==> src/sbls_pkg.sv <==
// Package for the sorted block lower-bound search.
// Holds block geometry, command, status and sequencer state types.
// Used by sorted_block_lower_bound_search; no dependencies.
`timescale 1ns / 1ps
`default_nettype none

package sbls_pkg;

   localparam int BLOCK_DEPTH = 32;
   localparam int SLOT_W      = $clog2(BLOCK_DEPTH);
   localparam int CNT_W       = $clog2(BLOCK_DEPTH + 1);

   // one stored element: docno, frequency, weight bits
   localparam int DOCNO_W = 32;
   localparam int FF_W    = 16;
   localparam int WGT_W   = 16;
   localparam int ELEM_W  = DOCNO_W + FF_W + WGT_W;

   localparam int CSR_ADDR_W = 3;

   typedef enum logic [1:0] {
      CMD_CLEAR  = 2'd0,
      CMD_APPEND = 2'd1,
      CMD_SEARCH = 2'd2,
      CMD_NOP    = 2'd3
   } cmd_type;

   typedef enum logic [2:0] {
      ST_DONE      = 3'd0,
      ST_FULL      = 3'd1,
      ST_EXACT     = 3'd2,
      ST_GREATER   = 3'd3,
      ST_NOT_FOUND = 3'd4
   } status_type;

   typedef enum logic {
      SEQ_IDLE = 1'b0,
      SEQ_SCAN = 1'b1
   } seq_state_type;

   localparam logic REG_MAX_FF = 1'b0;

endpackage

`default_nettype wire

==> src/sbls_ram.sv <==
// Generic single-port-write, single-port-read RAM with registered read data.
// No dependencies.
`timescale 1ns / 1ps
`default_nettype none

module sbls_ram #(
   parameter int WIDTH = 8,
   parameter int DEPTH = 16
) (
   input  wire logic                     clock,
   input  wire logic                     wr_en,
   input  wire logic [$clog2(DEPTH)-1:0] wr_addr,
   input  wire logic [WIDTH-1:0]         wr_data,
   input  wire logic [$clog2(DEPTH)-1:0] rd_addr,
   output logic      [WIDTH-1:0]         rd_data
);

   logic [WIDTH-1:0] mem_ff [DEPTH];
   logic [WIDTH-1:0] rd_data_ff;

   always_ff @(posedge clock) begin
      if (wr_en) begin
         mem_ff[wr_addr] <= wr_data;
      end
      rd_data_ff <= mem_ff[rd_addr];
   end

   assign rd_data = rd_data_ff;

endmodule

`default_nettype wire

==> src/sorted_block_lower_bound_search.sv <==
// Sorted posting block with lower-bound search: top level.
// Depends on sbls_pkg and sbls_ram.
`timescale 1ns / 1ps
`default_nettype none

// A request is taken when start is high and busy is low. Clear, append and
// the unused command finish without raising busy: the response strobes
// rsp_valid on the next cycle. A search whose start_slot is at or past the
// element count also answers on the next cycle. Any other search walks the
// element RAM one slot per cycle through a single read port and one docno
// compare, from start_slot up to the first hit or the end of the stored
// elements, and holds busy until it answers. The response is on the rsp_
// ports for exactly one cycle and cannot be stalled.
module sorted_block_lower_bound_search import sbls_pkg::*; (
   input  wire logic                  clock,
   input  wire logic                  reset,
   // request channel
   input  wire logic                  start,
   output logic                       busy,
   input  wire logic [1:0]            req_cmd,
   input  wire logic [31:0]           req_docno,
   input  wire logic [15:0]           req_ff_value,
   input  wire logic [15:0]           req_weight_bits,
   input  wire logic [5:0]            req_start_slot,
   // response channel
   output logic                       rsp_valid,
   output logic [2:0]                 rsp_status,
   output logic [4:0]                 rsp_found_slot,
   output logic [31:0]                rsp_found_docno,
   output logic [15:0]                rsp_found_ff,
   output logic [15:0]                rsp_found_weight,
   // register port
   input  wire logic                  psel,
   input  wire logic                  penable,
   input  wire logic                  pwrite,
   input  wire logic [CSR_ADDR_W-1:0] paddr,
   input  wire logic [31:0]           pwdata,
   output logic [31:0]                prdata,
   output logic                       pready
);

   seq_state_type state_ff, state_in;
   logic [CNT_W-1:0]   count_ff, count_in;
   logic [CNT_W-1:0]   ptr_ff, ptr_in;
   logic [SLOT_W-1:0]  chk_slot_ff, chk_slot_in;
   logic               chk_valid_ff, chk_valid_in;
   logic [DOCNO_W-1:0] key_ff, key_in;
   logic [FF_W-1:0]    max_ff_ff;

   logic               rsp_valid_ff, rsp_valid_in;
   status_type         rsp_status_ff, rsp_status_in;
   logic [4:0]         rsp_slot_ff, rsp_slot_in;
   logic [DOCNO_W-1:0] rsp_docno_ff, rsp_docno_in;
   logic [FF_W-1:0]    rsp_ff_ff, rsp_ff_in;
   logic [WGT_W-1:0]   rsp_wgt_ff, rsp_wgt_in;

   logic               accept;
   cmd_type            cmd;
   logic               full;
   logic [FF_W-1:0]    ff_clamped;
   logic               wr_en;
   logic [ELEM_W-1:0]  wr_data;
   logic [ELEM_W-1:0]  rd_data;
   logic [SLOT_W-1:0]  rd_addr;
   logic [DOCNO_W-1:0] rd_docno;
   logic [FF_W-1:0]    rd_ff;
   logic [WGT_W-1:0]   rd_wgt;
   logic               issue;
   logic               hit;
   logic [31:0]        slot_ext;
   logic               csr_wr;

   // ---------------- register port ----------------
   assign pready = 1'b1;
   assign csr_wr = psel && penable && pwrite;

   always_ff @(posedge clock) begin
      if (reset) begin
         max_ff_ff <= '1;
      end else if (csr_wr && paddr[2] == REG_MAX_FF) begin
         max_ff_ff <= pwdata[FF_W-1:0];
      end
   end

   always_comb begin
      prdata = '0;
      if (paddr[2] == REG_MAX_FF) begin
         prdata = {16'd0, max_ff_ff};
      end
   end

   // ---------------- element RAM ----------------
   assign accept     = start && !busy;
   assign cmd        = cmd_type'(req_cmd);
   assign full       = (count_ff == CNT_W'(BLOCK_DEPTH));
   assign ff_clamped = (req_ff_value > max_ff_ff) ? max_ff_ff : req_ff_value;
   assign wr_en      = accept && cmd == CMD_APPEND && !full;
   assign wr_data    = {req_docno, ff_clamped, req_weight_bits};
   assign rd_addr    = ptr_ff[SLOT_W-1:0];

   sbls_ram #(
      .WIDTH(ELEM_W),
      .DEPTH(BLOCK_DEPTH)
   ) u_elem_ram (
      .clock  (clock),
      .wr_en  (wr_en),
      .wr_addr(count_ff[SLOT_W-1:0]),
      .wr_data(wr_data),
      .rd_addr(rd_addr),
      .rd_data(rd_data)
   );

   assign rd_docno = rd_data[ELEM_W-1 -: DOCNO_W];
   assign rd_ff    = rd_data[WGT_W +: FF_W];
   assign rd_wgt   = rd_data[WGT_W-1:0];

   // ---------------- sequencer ----------------
   // reads are issued one slot ahead of the compare
   assign issue    = (state_ff == SEQ_SCAN) && (ptr_ff < count_ff);
   assign hit      = chk_valid_ff && (rd_docno >= key_ff);
   assign slot_ext = 32'(chk_slot_ff);
   assign busy     = (state_ff != SEQ_IDLE);

   always_comb begin
      state_in      = state_ff;
      count_in      = count_ff;
      ptr_in        = ptr_ff;
      key_in        = key_ff;
      chk_slot_in   = ptr_ff[SLOT_W-1:0];
      chk_valid_in  = 1'b0;
      rsp_valid_in  = 1'b0;
      rsp_status_in = ST_DONE;
      rsp_slot_in   = '0;
      rsp_docno_in  = '0;
      rsp_ff_in     = '0;
      rsp_wgt_in    = '0;

      case (state_ff)
         SEQ_IDLE: begin
            if (accept) begin
               case (cmd)
                  CMD_CLEAR: begin
                     count_in     = '0;
                     rsp_valid_in = 1'b1;
                  end
                  CMD_APPEND: begin
                     rsp_valid_in = 1'b1;
                     if (full) begin
                        rsp_status_in = ST_FULL;
                     end else begin
                        count_in = count_ff + CNT_W'(1);
                     end
                  end
                  CMD_SEARCH: begin
                     if (32'(req_start_slot) >= 32'(count_ff)) begin
                        rsp_valid_in  = 1'b1;
                        rsp_status_in = ST_NOT_FOUND;
                     end else begin
                        ptr_in   = CNT_W'(req_start_slot);
                        key_in   = req_docno;
                        state_in = SEQ_SCAN;
                     end
                  end
                  default: begin
                     rsp_valid_in = 1'b1;
                  end
               endcase
            end
         end
         SEQ_SCAN: begin
            chk_valid_in = issue;
            if (issue) begin
               ptr_in = ptr_ff + CNT_W'(1);
            end
            if (hit) begin
               rsp_valid_in  = 1'b1;
               rsp_status_in = (rd_docno == key_ff) ? ST_EXACT : ST_GREATER;
               rsp_slot_in   = slot_ext[4:0];
               rsp_docno_in  = rd_docno;
               rsp_ff_in     = rd_ff;
               rsp_wgt_in    = rd_wgt;
               state_in      = SEQ_IDLE;
            end else if (!issue && !chk_valid_ff) begin
               rsp_valid_in  = 1'b1;
               rsp_status_in = ST_NOT_FOUND;
               state_in      = SEQ_IDLE;
            end
         end
         default: begin
            state_in = SEQ_IDLE;
         end
      endcase
   end

   always_ff @(posedge clock) begin
      if (reset) begin
         state_ff     <= SEQ_IDLE;
         count_ff     <= '0;
         chk_valid_ff <= 1'b0;
         rsp_valid_ff <= 1'b0;
      end else begin
         state_ff     <= state_in;
         count_ff     <= count_in;
         chk_valid_ff <= chk_valid_in;
         rsp_valid_ff <= rsp_valid_in;
      end
   end

   always_ff @(posedge clock) begin
      ptr_ff        <= ptr_in;
      key_ff        <= key_in;
      chk_slot_ff   <= chk_slot_in;
      rsp_status_ff <= rsp_status_in;
      rsp_slot_ff   <= rsp_slot_in;
      rsp_docno_ff  <= rsp_docno_in;
      rsp_ff_ff     <= rsp_ff_in;
      rsp_wgt_ff    <= rsp_wgt_in;
   end

   assign rsp_valid        = rsp_valid_ff;
   assign rsp_status       = rsp_status_ff;
   assign rsp_found_slot   = rsp_slot_ff;
   assign rsp_found_docno  = rsp_docno_ff;
   assign rsp_found_ff     = rsp_ff_ff;
   assign rsp_found_weight = rsp_wgt_ff;

endmodule

`default_nettype wire
==> config.mk <==
export PLATFORM = sky130hd
export DESIGN_NAME = sorted_block_lower_bound_search
export DESIGN_NICKNAME = d
export VERILOG_FILES = /design/src/sbls_pkg.sv /design/src/sbls_ram.sv /design/src/sorted_block_lower_bound_search.sv
export SDC_FILE = /design/constraint.sdc
export NUM_CORES = 2
export LEC_CHECK = 0
export ABC_CLOCK_PERIOD_IN_PS = 11550
export CORE_MARGIN = 3
export CORE_UTILIZATION = 53
export CTS_BUF_LIST = sky130_fd_sc_hd__clkbuf_8
export DETAILED_ROUTE_END_ITERATION = 7
export DONT_BUFFER_PORTS = 1
export HOLD_SLACK_MARGIN = 0.03
export PLACE_DENSITY_LB_ADDON = 0.15
export SYNTH_ARGS = -nofsm -noshare
export SYNTH_HDL_FRONTEND = slang
export SYNTH_SLANG_ARGS = --single-unit
==> constraint.sdc <==
create_clock -name clock -period 11.55 [get_ports clock]
set_input_delay 2.31 -clock clock [delete_from_list [all_inputs] [get_ports clock]]
set_output_delay 2.31 -clock clock [all_outputs]
set_load 0.02 [all_outputs]
After elaboration in Yosys (flattened, before gate mapping)
Memories as Yosys holds them, arrays and structs flattened. A register that Yosys moved wholly into a read port is not among the register bits.
Cells that the tools add are included.
{"block": "op_classes", "addsub": 2, "order_cmp": 4, "n_eq_ne": 9, "n_mux": 31, "bitwise_logic": 3, "reduce_logical": 20}
{"operator": "equality test 32 bit", "count": 1}
{"operator": ">= comparator 32 bit", "count": 1}
{"operator": "2-to-1 mux 16 bit", "count": 2}
{"operator": "2-to-1 mux 6 bit", "count": 5}
{"operator": "case mux 6 bit (2 select lines)", "count": 2}
{"operator": "greater-than comparator 16 bit", "count": 1}
{"operator": "2-to-1 mux 1 bit", "count": 14}
{"operator": "adder 6 x 1 -> 6 bit (second input constant)", "count": 2}
{"operator": "2-to-1 mux 3 bit", "count": 4}
{"operator": "case mux 3 bit (2 select lines)", "count": 2}
{"operator": "AND reduction 4 bit", "count": 3}
{"operator": "logical AND 1 bit", "count": 9}
{"operator": "equality test 6 bit (second input constant)", "count": 1}
{"operator": ">= comparator 6 bit", "count": 1}
{"operator": "less-than comparator 6 bit", "count": 1}
{"operator": "!= test 2 bit (second input constant)", "count": 3}
{"operator": "logical NOT 1 bit", "count": 4}
{"operator": "!= test 2 x 1 -> 1 bit (second input constant)", "count": 2}
{"operator": "case mux 1 bit (2 select lines)", "count": 2}
{"operator": "inverter 1 bit", "count": 3}
{"operator": "equality test 2 x 1 -> 1 bit (second input constant)", "count": 1}
{"operator": "equality test 2 bit (second input constant)", "count": 1}
{"operator": "logical NOT 2 bit", "count": 1}
{"operator": "AND reduction 2 bit", "count": 1}
{"operator": "other kinds (2)", "count": 2}
{"block": "word_totals", "ff_bits": 140, "mem_bits_rw": 2048, "input_bits": 113, "output_inout_bits": 107, "wordCells": 83, "n_memories": 1}
{"memory": "u_elem_ram.mem_ff", "depth": 32, "width": 64, "rd": 1, "rd_clocked_by_memory_dff": 1, "write_ports": 1, "line_no": "sbls_ram.sv:18", "rtl": "logic [WIDTH-1:0] mem_ff [DEPTH];"}

Longest topological paths before layout
{"block": "logic_depth", "word_depth": 7, "depth_mapped": 10, "ltp_nobuf": 9}

Cells and area by module
Synthesis repeated with hierarchy kept, for this count alone.
{"block": "unflattened", "cells_unflattened": 3682, "area_unflattened_um2": 85152.9}
{"mod": "sbls_ram", "instances": 1, "cells_each": 3097, "area_per_inst_um2": 78964.5, "seq_area_each_um2": 62780.2}
{"mod": "sorted_block_lower_bound_search", "instances": 1, "cells_each": 585, "area_per_inst_um2": 6188.4, "seq_area_each_um2": 3183.1}

Worst setup path after synthesis
No wires, ideal clock.
{"block": "synth_path", "path_kind": "in2reg", "startpoint": "input port req_cmd[1]", "endpoint": "memory u_elem_ram.mem_ff[10][0] (netlist bit), enable pin", "setup_ns": 0.487, "t_arrival_ns": 5.751, "required_ns": 11.063, "path_slack_ns": 5.313, "path_stages": 6, "path_buffers": 0, "cell_sequence": "inv_1 > ha_1 > nand2_1 > nor2_1 > nand2_1 > nor2_1"}
{"block": "synth_via", "elab_chain_len": 5}
{"element": "start, declared", "line_no": "sorted_block_lower_bound_search.sv:20", "rtl": "input wire logic [1:0] req_cmd,"}
{"element": "equality test 2 x 1 -> 1 bit", "line_no": "sorted_block_lower_bound_search.sv:97", "rtl": "assign wr_en = accept && cmd == CMD_APPEND && !full;"}
{"element": "logical AND 1 bit (2 in series)", "line_no": "sorted_block_lower_bound_search.sv:97"}
{"element": "2-to-1 mux 1 bit", "line_no": "sbls_ram.sv:22", "rtl": "if (wr_en) begin"}
{"element": "2-to-1 mux 1 bit (not written as such)", "line_no": "sbls_ram.sv:23", "rtl": "mem_ff[wr_addr] <= wr_data;"}
{"element": "end, declared", "line_no": "sbls_ram.sv:18"}
Every way passes these cells.

Worst setup path after layout
{"block": "layout_path", "startpoint": "input port req_cmd[1]", "endpoint": "memory u_elem_ram.mem_ff[19][15] (netlist bit), enable pin"}
The elaborated chain is that of the path after synthesis.

==> out/qor.yml <==
synthesis:
  ys_seq_elements: 2252
  synth_warnings: 0
  syn_area_um2: 85000
  postSynthAreaPerCell_um2: 23.6
  synth_seq_area_share: 0.776
  synthArstFlopShare: 0
  ys_types: 46
  synth-edff-count: 2086
  synth_cells: 3597
  yosys_most_used_dff: "edfxtp_1"
sta:
  finalHoldViolations: 0
  setup_tns_ps: 0
  tightest_slew_ps: 1170
  drv_slew: 0
  setup_viol_count_final: 0
  slew_headroom: 0.218
  max_freq_mhz: 201
  fin_skew_ps: 71.0
  period_needed_ps: 4990
  layout_worst_path_cycle_share: 0.432
  rsz0062_at_grt: "false"
global_route:
  track_usage: 0.246
  grt_pass1_wl_um: 287000
  grt_pass1_vias: 40320
  grt_max_degree: 142
  overflow: 0
  antenna_found_initial: 11
clocking:
  ctsResizeCount: 0
  cts.clk_slew.worst_paths_ps: 60
  cts_buffers: 366
  clockBufferDepth: 4
  clock_sinks: 2252
  cts_tree: "done"
  clock_latency_ps: 1020
  cts_setup_buffers: 0
  hold_buffers: 0
  cts.htree.levels: 5
  cts_root_buf: "clkbuf_8"
setup_path:
  r2r_start: "ptr_ff[1]"
  crit_path_end_kind: "register"
  start_kind: "input port"
  worst-setup-path-type: "input port to register"
  critPathRequiredTime_ps: 12130
  crit_fanout: 43
  crit_start: "req_cmd[1]"
  cp.arrival_ps: 5560
route:
  drt_iter0_markers: 4616
  first_pass_iters: 5
  post-route-drc-count: 0
  vias: 38783
  wl_per_cell_um: 32.0
  via_per_inst: 6.22
  ant_nets: 0
  drt_wl_total_um: 199000
power_and_ir_drop:
  power_mw: 15.6
  power_per_cell_area_nw_per_um2: 165
  ir_drop_mv: 0.127
  p_leak_nw: 30.4
placed_design:
  dp_cells: 5582
  dpl.hpwl_um: 98200
  gp_congestion: 0.839
  port_buffers: 0
  place_area_um2: 87700
run:
  maxCapViolCount: 0
floorplan:
  core-area_um2: 159000
  die-width_um: 406
  num_rows: 146
  die_area_um2: 165000
  io_pins: 220
  start_util: 0.535
  fp.dieH_um: 406
final_layout:
  fillers: 10935
  stdcell_area_um2: 94500
  area_growth_pct: 11.2
  drive_gt1_frac: 0.310
  fin_nets: 4058
  instances_no_fill: 6233
min_path:
  hold_start: "chk_slot_ff[1]"
  hold_class: "register to register"
run_status:
  status: "complete, no violations"
==> area by class of cell <==
cell class	instances	area, µm²	share of cell area
Antenna cell	14	35.0	0.000371
Clock buffer	401	5520	0.0584
Clock inverter	236	1220	0.0129
Inverter	62	233	0.00246
Multi-Input combinational cell	1112	18200	0.193
Sequential cell	2252	66000	0.698
Tap cell	2072	2590	0.0274
Timing Repair Buffer	84	731	0.00773
==> synthesized netlist by cell type, drive strengths merged (4+ instances only) <==
master	count	area [µm²]
a2111oi	4	60.1
o21a	6	45.0
nor2	66	250
nand4	11	68.8
and2	68	425
nand2	34	128
o21ai	11	55.1
ha	67	838
mux2	80	901
inv	61	229
a21oi	28	140
xnor2	6	52.6
clkbuf	96	360
o211ai	17	128
nor2b	4	25.0
buf	90	500
nand2b	4	25.0
a21o	8	60.1
edfxtp	2086	62600
mux4	640	14400
dfxtp	166	3320
nand3	18	90.1
==> cells by family (layout without fill, tap and decap cells) <==
group,count (synthesis),after routing,share of synthesized area
AND/OR/NAND/NOR,217,217,0.0129
XOR/XNOR,8,8,0.000825
adder cells (fa/ha/maj),67,67,0.00987
other,2,31,0.0000884
AO/OA/AOI/OAI,81,81,0.00644
multiplexers,722,722,0.181
buffers and inverters,248,783,0.0129
flip-flops,2252,2252,0.776
==> layout by cell type, fill, tap and decap left out, types with 18 or more instances in the layout <==
| master | count |
|---|---|
| clkbuf_8 | 401 |
| buf_4 | 76 |
| mux4_2 | 640 |
| and2_1 | 68 |
| dfxtp_1 | 166 |
| nand3_1 | 18 |
| ha_1 | 67 |
| nand2_1 | 34 |
| edfxtp_1 | 2086 |
| nor2_4 | 34 |
| mux2_2 | 71 |
| nor2_1 | 32 |
| a21oi_1 | 28 |
| clkinv_2 | 35 |
| clkinv_1 | 72 |
| inv_1 | 174 |
==> worst paths after layout <==
kind                          endpoint  slack, ps  depth (start not counted)
max          u_elem_ram.mem_ff[19][15]       6560                          7
max reg2reg     u_elem_ram.rd_data[12]       6990                          6
min reg2reg          rsp_found_slot[1]        430                          1
min                  rsp_found_slot[1]        430                          1
==> per-layer routing <==
layer / vias to the layer above / part of all wire / global-route usage
met5: - / 0.00027 / 0
met4: 8 / 0.021 / 0.0658
met3: 359 / 0.085 / 0.0539
met2: 1771 / 0.49 / 0.388
met1: 20885 / 0.41 / 0.354
li1: 15760 / - / -
==> state kept, by name, indices dropped and copies added (netlist names), 3 cells and up <==
signal              flops
rsp_found_weight       16
u_elem_ram.rd_data     64
u_elem_ram.mem_ff    2048
key_ff                 32
rsp_found_ff           16
rsp_status              3
max_ff_ff              16
rsp_found_slot          5
chk_slot_ff             5
rsp_found_docno        32
count_ff                6
ptr_ff                  6
==> worst max-delay path, cell delays in order <==
cell	delay, ps
inv_1	50
ha_1	190
nand2_1	60
nor2_1	320
nand2_1	590
nor2_4	1050
buf_4	920
==> per-stage QoR <==
| step | hold slack (ps) | setup WS (ps) | util |
|---|---|---|---|
| after floorplan | 372 | 5310 | - |
| after global placement | 410 | 5690 | 0.553 |
| after detailed placement | 411 | 5580 | 0.553 |
| after CTS | 426 | 6600 | 0.595 |
| after global routing | 437 | 6460 | 0.595 |
| final | 427 | 6560 | 0.595 |
==> power breakdown <==
group | total [mW] | leakage (nW) | switching, mW | internal (mW)
combinational | 0.258 | 6.42 | 0.148 | 0.110
sequential | 8.94 | 20.1 | 0.0123 | 8.93
clock | 6.39 | 3.88 | 2.99 | 3.39
(Power assumes the default switching activity.)
